`config.mk`:
```
export PLATFORM = sky130hd
export DESIGN_NAME = ssds_digit_unit
export DESIGN_NICKNAME = d
export VERILOG_FILES = /design/src/sv/ssds_pkg.sv /design/src/sv/ssds_digit_unit.sv
export SDC_FILE = /design/constraint.sdc
export NUM_CORES = 1
export LEC_CHECK = 0
export BUFFER_PORTS_ARGS = -buffer_cell sky130_fd_sc_hd__buf_2
export CAP_MARGIN = 20
export CORE_MARGIN = 2
export CORE_UTILIZATION = 30
export DETAILED_ROUTE_END_ITERATION = 7
export PLACE_DENSITY = 0.59
export SLEW_MARGIN = 20
export SYNTH_ARGS = -nofsm -noshare
export SYNTH_HDL_FRONTEND = slang
export SYNTH_SLANG_ARGS = --single-unit
export TNS_END_PERCENT = 30
```
`constraint.sdc`:
```
create_clock -name clk_i -period 4.2 [get_ports clk_i]
set_clock_uncertainty 0.1 [all_clocks]
set_input_delay 0.21 -clock clk_i [delete_from_list [all_inputs] [get_ports clk_i]]
set_output_delay 0.21 -clock clk_i [all_outputs]
set_load 0.02 [all_outputs]
```
`src/sv/ssds_pkg.sv`:
```
package ssds_pkg;

  localparam int unsigned ValueW = 20;
  localparam int unsigned SegW   = 7;
  localparam int unsigned NumPos = 6;
  localparam int unsigned PosW   = 3;
  localparam int unsigned DigitW = 4;

  localparam logic [ValueW-1:0] MaxShown = 20'd999999;
  localparam logic [DigitW-1:0] MaxDigit = 4'd9;

  typedef enum logic [1:0] {
    ST_IDLE,
    ST_RUN,
    ST_EMIT
  } ssds_state_e;

  // command from the sequencer to the digit unit
  typedef struct packed {
    logic              start;
    logic [ValueW-1:0] rem;
    logic [ValueW-1:0] weight;
  } ssds_cmd_t;

  // status from the digit unit
  typedef struct packed {
    logic              done;
    logic [DigitW-1:0] digit;
    logic [ValueW-1:0] rem;
  } ssds_stat_t;

  function automatic logic [ValueW-1:0] place_weight(input logic [PosW-1:0] pos);
    logic [ValueW-1:0] w;
    case (pos)
      3'd1:    w = 20'd10000;
      3'd2:    w = 20'd1000;
      3'd3:    w = 20'd100;
      3'd4:    w = 20'd10;
      3'd5:    w = 20'd1;
      default: w = 20'd100000;
    endcase
    return w;
  endfunction

  function automatic logic [SegW-1:0] seg_pattern(input logic [DigitW-1:0] digit);
    logic [SegW-1:0] s;
    case (digit)
      4'd0:    s = 7'h3F;
      4'd1:    s = 7'h06;
      4'd2:    s = 7'h5B;
      4'd3:    s = 7'h4F;
      4'd4:    s = 7'h66;
      4'd5:    s = 7'h6D;
      4'd6:    s = 7'h7D;
      4'd7:    s = 7'h07;
      4'd8:    s = 7'h7F;
      4'd9:    s = 7'h6F;
      default: s = 7'h00;
    endcase
    return s;
  endfunction

endpackage

```
`src/sv/ssds_digit_unit.sv`:
```
// Repeated-subtraction digit extractor: one compare and subtract per cycle.
module ssds_digit_unit import ssds_pkg::*; (
  input  logic       clk_i,
  input  logic       rst_ni,
  input  ssds_cmd_t  cmd_i,
  output ssds_stat_t stat_o
);

  logic              running_q, running_d;
  logic [ValueW-1:0] rem_q, rem_d;
  logic [ValueW-1:0] weight_q, weight_d;
  logic [DigitW-1:0] digit_q, digit_d;
  logic              step;

  assign step = (rem_q >= weight_q) && (digit_q < MaxDigit);

  always_comb begin
    running_d = running_q;
    rem_d     = rem_q;
    weight_d  = weight_q;
    digit_d   = digit_q;
    if (cmd_i.start) begin
      running_d = 1'b1;
      rem_d     = cmd_i.rem;
      weight_d  = cmd_i.weight;
      digit_d   = '0;
    end else if (running_q) begin
      if (step) begin
        rem_d   = rem_q - weight_q;
        digit_d = digit_q + DigitW'(1);
      end else begin
        running_d = 1'b0;
      end
    end
  end

  always_ff @(posedge clk_i or negedge rst_ni) begin
    if (!rst_ni) begin
      running_q <= 1'b0;
    end else begin
      running_q <= running_d;
    end
  end

  always_ff @(posedge clk_i) begin
    rem_q    <= rem_d;
    weight_q <= weight_d;
    digit_q  <= digit_d;
  end

  assign stat_o.done  = running_q && !step;
  assign stat_o.digit = digit_q;
  assign stat_o.rem   = rem_q;

endmodule

```
==> key figures, run 1 <==
Worst setup path
  • Worst setup SP type: flip-flop
  • Critical path required time: 4.03 ns
  • Nature of the critical path endpoint: flip-flop
  • Worst-path maximum fanout: 20
  • Worst EP arrival: 3.10 ns
  • Crit Path Class: flip-flop to flip-flop

Route
  • DRT antenna net count: 0
  • First DRT Iteration DRCs: 94
  • DR vias/cell: 4.709
  • DRC viols: 0
  • DRT Pass-1 Iters: 4
  • Routed vias: 2246
  • Routed wire length: 6.236 mm
  • DR WL/cell: 13.07 um

Min path
  • HP Class: input pin to flip-flop

Clock tree
  • Worst-Skew Late Latency: 0.30 ns
  • H-Tree Depth: 2
  • CTS tree: done
  • Clk slew on worst S/H paths: 0.08 ns
  • Clock root buffer: clkbuf_8
  • Longest Clk Path Bufs: 2
  • Clock Sinks: 45
  • TritonCTS buffer count: 5

Timing
  • Worst-Margin Slew: 0.6508 ns
  • Min setup slack post-route: 0.9310 ns
  • Final Critical Period: 3.269 ns
  • Final worst-path cycle share: 77.83%
  • Fin Setup TNS: 0 ns
  • Max frequency: 305.9 MHz
  • Fin. max-slew vios: 0
  • Final Hold Fails: 0
  • Unrepaired setup endpoints after global routing: no
  • Setup-failing EPs final: 0
  • Slew HR: 56.61%

Synthesis
  • Net count after synthesis: 340
  • Post-synth EDFFs: 40
  • Most common cell in the netlist: edfxtp_1
  • Yosys cell types: 49
  • Synth top cells by count: 40 x edfxtp_1, 38 x nand2_1, 32 x inv_1
  • Main synth FF type: edfxtp_1
  • Register area share after synthesis: 46.84%
  • Yosys reg bits: 45
  • Cell taking the most area after synthesis: edfxtp_1
  • Async SR Flop Fraction: 2.222%
  • Top post-synthesis cells by area: edfxtp_1 43%, ha_1 9.9%, nand2_1 5.1%
  • Syn Area/Cell: 10.18 um^2
  • Synth Cell Area: 2789 um^2
  • Mapped Cells: 274
  • Synth top area share: 43.07%
  • Synth warnings: 0

Finish
  • Fraction of layout cells with a size suffix above 1: 25.14%
  • Area Growth Syn to Fin: 27.01%
  • Nets: 431
  • Non-Filler Instances: 477
  • Antenna Diode Count: 0

Global routing
  • Grt total ovfl: 0
  • Total GRT Usage: 12.72%
  • Initial antenna violation count: 0
  • Pin count of the biggest net entering global routing: 69
  • Vias in the first global route: 2249
  • Global-route wire length before repair: 10.32 mm

Placement
  • Placed Instances: 448
  • GP Congestion: 0.8544
  • Pre-CTS setup slack: 0.9309 ns
  • I/O Buffers: 67
  • Hpwl dp: 4.780 mm

Floorplanning
  • Initial core utilization: 30.62%
  • Height of the die: 100.4 um
  • Row cnt: 35
  • Die X: 100.4 um
  • Die Area: 10080 um^2
  • Core outline area: 9109 um^2
  • I/O Pins: 68

Power and ir drop
  • P_leak: 0.001580 uW
  • Sw Share: 42.91%
  • Cell Int Power: 1244 uW
  • Comb power frac: 55.0%
  • Clock group share of total power: 12.8%
  • Seq pwr share: 32.2%
  • Max VDD drop: 0.0001757 V
  • Pwr dens: 615.2 nW/um^2
  • Sw power: 935.1 uW

Run status
  • Outcome: complete, no violations

Job
  • Max Cap Viol: 0
-- critical path, cell delays in order, from the launching register on --
cell and delay [ns]:
edfxtp_1 0.37, inv_1 0.05, ha_1 0.22, fa_1 0.41, nand2b_1 0.19, a21oi_2 0.15, o21ai_2 0.10, a211oi_4 0.37
o2111ai_4 0.19, a21oi_4 0.26, or2_2 0.49
-- logic make-up after synthesis --
logic type / count (synthesis) / synth area share (%)
AND/OR/NAND/NOR: 72 / 11.44
adder cells (fa/ha/maj): 23 / 10.59
AO/OA/AOI/OAI: 78 / 19.47
flip-flops: 45 / 46.84
multiplexers: 3 / 1.301
XOR/XNOR: 16 / 5.025
buffers and inverters: 37 / 5.339
-- power by group through the flow --
stage | Combinational (uW) | Sequential (uW) | Clock (uW)
after global routing | 1340 | 718 | 302
after global placement | 1180 | 706 | 0
after floorplan | 771 | 819 | 0
after detailed placement | 1190 | 714 | 0
final | 1200 | 702 | 279
after CTS | 1210 | 704 | 286
-- what timing repair did --
action | in CTS | in global routing
setup buffers | 0 | 0
gates resized for setup | 0 | 0
endpoints found under the hold margin | 21 | 0
hold buffers | 21 | 0
-- flip-flops by register name (all words and copies together), names as in the netlist --
signal / flops
rem_q: 20
weight_q: 20
digit_q: 4
running_q: 1
-- metal layers --
| metal | GRT usage, % | share of wire, % | wire (um) |
|---|---|---|---|
| met1 | 16.85 | 49 | 3043 |
| met5 | 0 | 0 | 0 |
| met3 | 2.368 | 4.6 | 286 |
| met4 | 3.161 | 1.1 | 70 |
| met2 | 21.48 | 45 | 2836 |
-- worst paths after layout --
check                           start    endpoint  slack (ns)  cells after the start
setup / recovery             rem_q[0]   rem_q[10]        0.93                     10
hold / removal              cmd_i[37]   rem_q[17]        0.09                      3
setup reg to reg             rem_q[0]   rem_q[10]        0.93                     10
hold reg to reg            digit_q[1]  digit_q[1]        0.43                      2
max in group asynchronous      rst_ni   running_q        3.80                      2
min in group asynchronous      rst_ni   running_q        0.11                      2
-- cells in the final DEF (no fill, tap or decap), types with 2 or more instances in the layout --
| master | synthesis | final |
|---|---|---|
| edfxtp_1 | 40 | 40 |
| o21ai_0 | 25 | 25 |
| ha_1 | 22 | 22 |
| nor3_1 | 2 | 2 |
| nor2b_1 | 2 | 2 |
| a31oi_1 | 3 | 3 |
| nand3_1 | 5 | 5 |
| o21a_1 | 3 | 3 |
| nor2_1 | 12 | 12 |
| nand2_1 | 38 | 38 |
| nand2b_1 | 3 | 3 |
| a21oi_1 | 15 | 15 |
| o21bai_1 | 3 | 3 |
| xnor2_1 | 7 | 7 |
| o31ai_1 | 4 | 4 |
| clkbuf_1 | 4 | 2 |
| dfxtp_1 | 4 | 4 |
| a21o_1 | 4 | 4 |
| clkbuf_8 | 1 | 6 |
| dlygate4sd3_1 | 0 | 21 |
| and3_1 | 3 | 3 |
| a21o_2 | 2 | 2 |
| xor2_1 | 9 | 9 |
| buf_2 | 0 | 67 |
| or2_2 | 2 | 2 |
| inv_1 | 32 | 32 |
| a21oi_2 | 4 | 4 |
| nand4_1 | 2 | 2 |
-- per-stage QoR --
| stage | utilization, % | cell area (um^2) | power, uW | hold slack (ns) |
|---|---|---|---|---|
| after floorplan | - | 2789 | 1591 | -0.1856 |
| after global placement | 35.59 | 3242 | 1886 | -0.1101 |
| after detailed placement | 35.59 | 3242 | 1900 | -0.1101 |
| after CTS | 38.89 | 3542 | 2201 | 0.08970 |
| after global routing | 38.89 | 3542 | 2357 | 0.09125 |
| final | 38.89 | 3542 | 2179 | 0.08646 |
-- area by class of cell --
cell class              count  area, um^2
clock buffers               8       90.09
repair buffers             89       553.0
well taps                 111       138.9
flip-flops and latches     45        1306
fillers                   917        5567
inverters                  32       120.1
multi-input cells         192        1334
(Power assumes the default switching activity.)
==> run 2, diff against run 1 <==
==> constraint.sdc (replaced) <==
create_clock -name clk_i -period 3.41 [get_ports clk_i]
set_clock_uncertainty 0.1 [all_clocks]
set_input_delay 0.1705 -clock clk_i [delete_from_list [all_inputs] [get_ports clk_i]]
set_output_delay 0.1705 -clock clk_i [all_outputs]
set_load 0.02 [all_outputs]
==> run 2 against run 1 <==
Effect of this change: sequential share of layout area fell by 0.36 points; wire length rose by 2.2%; setup slack got worse by 0.54 ns; highest routed layer unchanged; largest power group unchanged; total power rose by 27%; critical path depth rose by 1; sequential power rose by 23%; critical path type unchanged.
==> key figures, run 2 (synthesized netlist as in run 1, its figures left out) <==
Finish
  • Largest regs: rem_q: 20 flops, weight_q: 20 flops, digit_q: 4 flops
  • Nets: 433
  • Most frequent cells in the layout: 67 x buf_2, 40 x edfxtp_1, 38 x nand2_1, 32 x inv_1, 25 x o21ai_0
  • Area Growth Syn to Fin: 28.26%
  • Fraction of layout cells with a size suffix above 1: 25.82%
  • Antenna Diode Count: 0
  • Non-Filler Instances: 479
  • # fillers: 956
  • Finished Cell Area: 3577 um^2
  • Most common cell after layout, fill and taps aside: buf_2

Floorplanning
  • Height of the die: 100.4 um
  • Core outline area: 9109 um^2
  • Die Area: 10080 um^2
  • I/O Pins: 68
  • Initial core utilization: 30.62%
  • Die X: 100.4 um
  • Row cnt: 35

Power and ir drop
  • Max VDD drop: 0.0002087 V
  • Sw power: 1176 uW
  • Sw Share: 42.52%
  • Clock group share of total power: 14.8%
  • Comb power frac: 54.1%
  • Cell Int Power: 1590 uW
  • Pwr dens: 773.1 nW/um^2
  • P_leak: 0.001595 uW
  • Seq pwr share: 31.2%

Clock tree
  • TritonCTS buffer count: 5
  • Clock Sinks: 45
  • CTS tree: done
  • H-Tree Depth: 2
  • Cts repair resizes: 0
  • Number of post-CTS setup repair buffers: 0
  • Clk slew on worst S/H paths: 0.09 ns
  • Worst-Skew Late Latency: 0.30 ns
  • Clock root buffer: clkbuf_8
  • Longest Clk Path Bufs: 2
  • CTS Hold Bufs: 21

Worst setup path
  • Slowest Stage Delay on Critical Path: 0.40 ns
  • Worst setup SP type: flip-flop
  • Nature of the critical path endpoint: flip-flop
  • CP bufs+invs: 2
  • Worst EP arrival: 2.93 ns
  • Cell family with most CP delay: compound AO/OA/AOI/OAI gates
  • CP cell instances: inv_1 -> ha_1 -> fa_1 -> nand2b_1 -> a21oi_2 -> o21ai_2 -> a211oi_4 -> o2111ai_4 -> a21oi_4 -> or2_2 -> buf_4
  • Worst path slowest cell: fa_1
  • Critical path required time: 3.32 ns
  • Worst-path maximum fanout: 11
  • Crit Path Class: flip-flop to flip-flop

Min path
  • HP Class: input pin to flip-flop

Route
  • Routed wire length: 6.374 mm
  • DR WL/cell: 13.31 um
  • DRT Pass-1 Iters: 4
  • DRC viols: 0
  • First DRT Iteration DRCs: 156
  • Routed vias: 2273
  • DR vias/cell: 4.745
  • DRT antenna net count: 0

Job
  • Max Cap Viol: 0

Timing
  • Setup-failing EPs final: 0
  • Final Hold Fails: 0
  • Slew HR: 51.61%
  • Worst-Margin Slew: 0.7259 ns
  • Final worst-path cycle share: 88.64%
  • Max frequency: 330.8 MHz
  • Final Critical Period: 3.023 ns
  • Unrepaired setup endpoints after global routing: no
  • Fin. max-slew vios: 0
  • Fin Setup TNS: 0 ns

Global routing
  • Pin count of the biggest net entering global routing: 44
  • Initial antenna violation count: 0
  • Total GRT Usage: 12.82%
  • Global-route wire length before repair: 10.31 mm
  • Vias in the first global route: 2203
  • Grt total ovfl: 0

Placement
  • Dpl cell area: 3257 um^2
  • I/O Buffers: 67
  • Hpwl dp: 4.896 mm
  • Placed Instances: 450
  • GP Congestion: 0.8176

Run status
  • Outcome: complete, no violations
## run 2: cell count changes in the layout (fill, tap and decap cells not counted)
cell	previous run	this run
buf_4	1	3
clkbuf_1	2	0
bufinv_16	0	1
clkbuf_8	6	5
clkinvlp_4	0	1
clkinv_1	0	1
## run 2: routing by layer
| metal | GRT usage [%] | wire, um | vias up |
|---|---|---|---|
| met5 | 0 | 0 | - |
| met4 | 4.320 | 116 | 0 |
| met3 | 2.716 | 324 | 10 |
| met2 | 20.39 | 2865 | 58 |
| met1 | 17.38 | 3068 | 1050 |
| li1 | - | - | 1155 |
## run 2: power groups by stage
stage	Combinational [uW]	Sequential [uW]	Clock (uW)
final	1490	862	408
after global routing	1660	883	446
after CTS	1500	866	423
after detailed placement	1470	878	0
after global placement	1460	873	0
after floorplan	950	1010	0
## run 2: stage by stage
stage | utilization (%) | setup WS (ns) | hold slack [ns] | power (uW)
2_1_floorplan | - | 0.3651 | -0.2251 | 1959
3_3_place_gp | 35.76 | 0.4272 | -0.1490 | 2337
3_5_place_dp | 35.76 | 0.3701 | -0.1492 | 2353
4_1_cts | 39.27 | 0.3527 | 0.03825 | 2792
5_1_grt | 39.27 | 0.2154 | 0.04590 | 2985
6_report | 39.27 | 0.3873 | 0.04442 | 2766
## run 2: area by class of cell
class	count	area, um^2	area share, %
Clock buffer	5	68.82	1.924
Timing Repair Buffer	91	568.0	15.88
Tap cell	111	138.9	3.882
Multi-Input combinational cell	192	1334	37.29
Clock inverter	3	41.29	1.154
Inverter	32	120.1	3.358
Sequential cell	45	1306	36.52
## run 2: worst reg2reg max path: cells and delay by family (launching register included)
kind / cells / cell delay [ns]
AOI/OAI and AO/OA: 5 / 1.06
DFF: 1 / 0.35
adders and majority gates: 2 / 0.61
buffers and inverters: 2 / 0.26
and+or+nand+nor: 2 / 0.34
## run 2: worst paths after layout
check                            from         end  slack [ns]  depth (start not counted)
setup / recovery             rem_q[0]    rem_q[5]        0.39                         11
hold / removal              cmd_i[38]   rem_q[18]        0.04                          3
setup reg to reg             rem_q[0]    rem_q[5]        0.39                         11
hold reg to reg            digit_q[1]  digit_q[1]        0.45                          2
max in group asynchronous      rst_ni   running_q        3.05                          2
min in group asynchronous      rst_ni   running_q        0.07                          2
==> run 3, diff against run 2 <==
--- a/config.mk
+++ b/config.mk
@@ -10,7 +10,7 @@
 export CORE_MARGIN = 2
 export CORE_UTILIZATION = 30
 export DETAILED_ROUTE_END_ITERATION = 7
-export PLACE_DENSITY = 0.59
+export PLACE_DENSITY = 0.61
 export SLEW_MARGIN = 20
 export SYNTH_ARGS = -nofsm -noshare
 export SYNTH_HDL_FRONTEND = slang
==> constraint.sdc (replaced) <==
create_clock -name clk_i -period 2.5 [get_ports clk_i]
set_clock_uncertainty 0.1 [all_clocks]
set_input_delay 0.125 -clock clk_i [delete_from_list [all_inputs] [get_ports clk_i]]
set_output_delay 0.125 -clock clk_i [all_outputs]
set_load 0.02 [all_outputs]
==> run 3 against run 2 <==
Effect of this change: the flow now finishes with violations (setup timing); core utilization is 4.4 points higher; design area increased by 11%; global-route usage up 0.79 points; via count grew 4.9%; wire length grew 7.9%; combinational power is 76% higher; highest routed layer unchanged; clock power increased by 25%; first-iteration DRC count fell by 46%; cell count is 6.7% higher; hold slack lost 0.037 ns; maximum frequency up 15%; critical path depth down 1.
==> key figures, run 3 (synthesized netlist as in run 1, its figures left out) <==
Run status
  • Outcome: complete, but fails checks
  • Failing checks: setup timing

Placement
  • GP Congestion: 0.8381
  • I/O Buffers: 67
  • Hpwl dp: 5.294 mm
  • Placed Instances: 476
  • Dpl cell area: 3505 um^2

Clock tree
  • Clock root buffer: clkbuf_8
  • Longest Clk Path Bufs: 2
  • TritonCTS buffer count: 5
  • CTS tree: done
  • Clk slew on worst S/H paths: 0.09 ns
  • Worst-Skew Late Latency: 0.30 ns
  • Clock Sinks: 45
  • H-Tree Depth: 2

Worst setup path
  • Worst setup SP type: flip-flop
  • Setup crit end: rem_q[13]
  • Worst r2r src: weight_q[0]
  • Critical path required time: 2.41 ns
  • Worst EP arrival: 2.54 ns
  • Critical path startpoint: weight_q[0]
  • Crit Path Class: flip-flop to flip-flop
  • Worst r2r path cells: 10
  • Flop2flop setup slack: -0.12 ns
  • Worst-path maximum fanout: 10
  • RR Endpoint: rem_q[13]
  • Nature of the critical path endpoint: flip-flop

Global routing
  • Total GRT Usage: 13.60%
  • Initial antenna violation count: 0
  • Pin count of the biggest net entering global routing: 36
  • Global-route wire length before repair: 11.06 mm
  • Grt total ovfl: 0
  • Vias in the first global route: 2458

Finish
  • Most common cell after layout, fill and taps aside: buf_2
  • Register area: 1306 um^2
  • Multi-input gate area: 1461 um^2
  • Fraction of layout cells with a size suffix above 1: 36.75%
  • Finished Cell Area: 3981 um^2
  • Non-Filler Instances: 511
  • Area Growth Syn to Fin: 42.75%
  • # fillers: 905
  • Largest regs: rem_q: 20 flops, weight_q: 20 flops, digit_q: 4 flops
  • Antenna Diode Count: 0
  • Nets: 465
  • Most frequent cells in the layout: 66 x buf_2, 40 x edfxtp_1, 37 x nand2_1, 32 x inv_1, 32 x buf_4

Timing
  • Slew HR: 57.23%
  • Final Hold Fails: 0
  • Final worst-path cycle share: 104.9%
  • Fin. max-slew vios: 0
  • Final Critical Period: 2.622 ns
  • Unrepaired setup endpoints after global routing: yes
  • Worst-Margin Slew: 0.6415 ns
  • Min setup slack post-route: -0.1222 ns
  • Max frequency: 381.4 MHz
  • Setup-failing EPs final: 25

Floorplanning
  • Row cnt: 35
  • I/O Pins: 68
  • Die Area: 10080 um^2
  • Die X: 100.4 um
  • Initial core utilization: 30.62%
  • Height of the die: 100.4 um
  • Core outline area: 9109 um^2

Job
  • Max Cap Viol: 0

Min path
  • Hold Startpoint: cmd_i[21]
  • HP Class: input pin to flip-flop

Power and ir drop
  • Pwr dens: 1084 nW/um^2
  • P_leak: 0.001782 uW
  • Max VDD drop: 0.0003110 V

Route
  • DRT antenna net count: 0
  • DRC viols: 0
  • DR vias/cell: 4.667
  • Routed vias: 2385
  • Routed wire length: 6.879 mm
  • DR WL/cell: 13.46 um
  • First DRT Iteration DRCs: 85
  • DRT Pass-1 Iters: 4
## run 3: metal layers
metal	vias to the layer above	part of all wire, %	track usage, %
met2	65	48	23.13
met1	1087	47	17.90
met4	0	1.6	3.477
met5	-	0	0
met3	10	3.6	2.437
li1	1223	-	-
## run 3: final cells by class
type / instances / area share, %
Multi-Input combinational cell: 192 / 36.71
Sequential cell: 45 / 32.81
Timing Repair Buffer: 123 / 21.40
Tap cell: 111 / 3.488
Inverter: 32 / 3.017
Clock buffer: 7 / 2.451
Clock inverter: 1 / 0.1257
## run 3: worst min path at each step
| stage | depth (start not counted) | slack [ns] | endpoint |
|---|---|---|---|
| final | 3 | 0.008 | rem_q[1] |
| after global routing | 3 | 0.02 | rem_q[3] |
| after CTS | 3 | 0.001 | rem_q[18] |
| after detailed placement | 1 | -0.19 | running_q |
| after global placement | 1 | -0.19 | running_q |
| after floorplan | 0 | -0.27 | running_q |
## run 3: stage by stage
step / hold slack [ns] / setup slack [ns] / utilization (%) / power [uW] / TNS, ns
after floorplan: -0.2706 / -0.2488 / - / 2691 / -5.158
after global placement: -0.1935 / -0.06725 / 38.48 / 3504 / -1.342
after detailed placement: -0.1937 / -0.1199 / 38.48 / 3537 / -2.550
after CTS: 0.001258 / -0.2088 / 42.83 / 4208 / -3.948
after global routing: 0.01517 / -0.2398 / 43.71 / 4633 / -5.981
final: 0.007516 / -0.1222 / 43.71 / 4314 / -2.696
## run 3: repair_timing
item                                    in CTS  in global routing
setup buffers                                4                  2
hold buffers                                21                  0
endpoints found under the setup margin      28                 38
endpoints found under the hold margin       21                  0
resized for setup                            9                 15
pin swaps                                    8                  7
gates cloned                                 0                  0
## run 3: where the power goes
group / switching (uW) / internal (uW)
clock network: 252 / 257
registers: 115 / 1070
logic: 1420 / 1200
## run 3: worst max-delay path, stage by stage, from the launching register on
cell and delay, ns:
edfxtp_1 0.40, ha_2 0.22, fa_2 0.34, nand2b_4 0.15
a21oi_2 0.13, o21ai_2 0.09, a211oi_4 0.26, o2111ai_4 0.17
a21oi_4 0.19, or2_4 0.16, buf_12 0.14
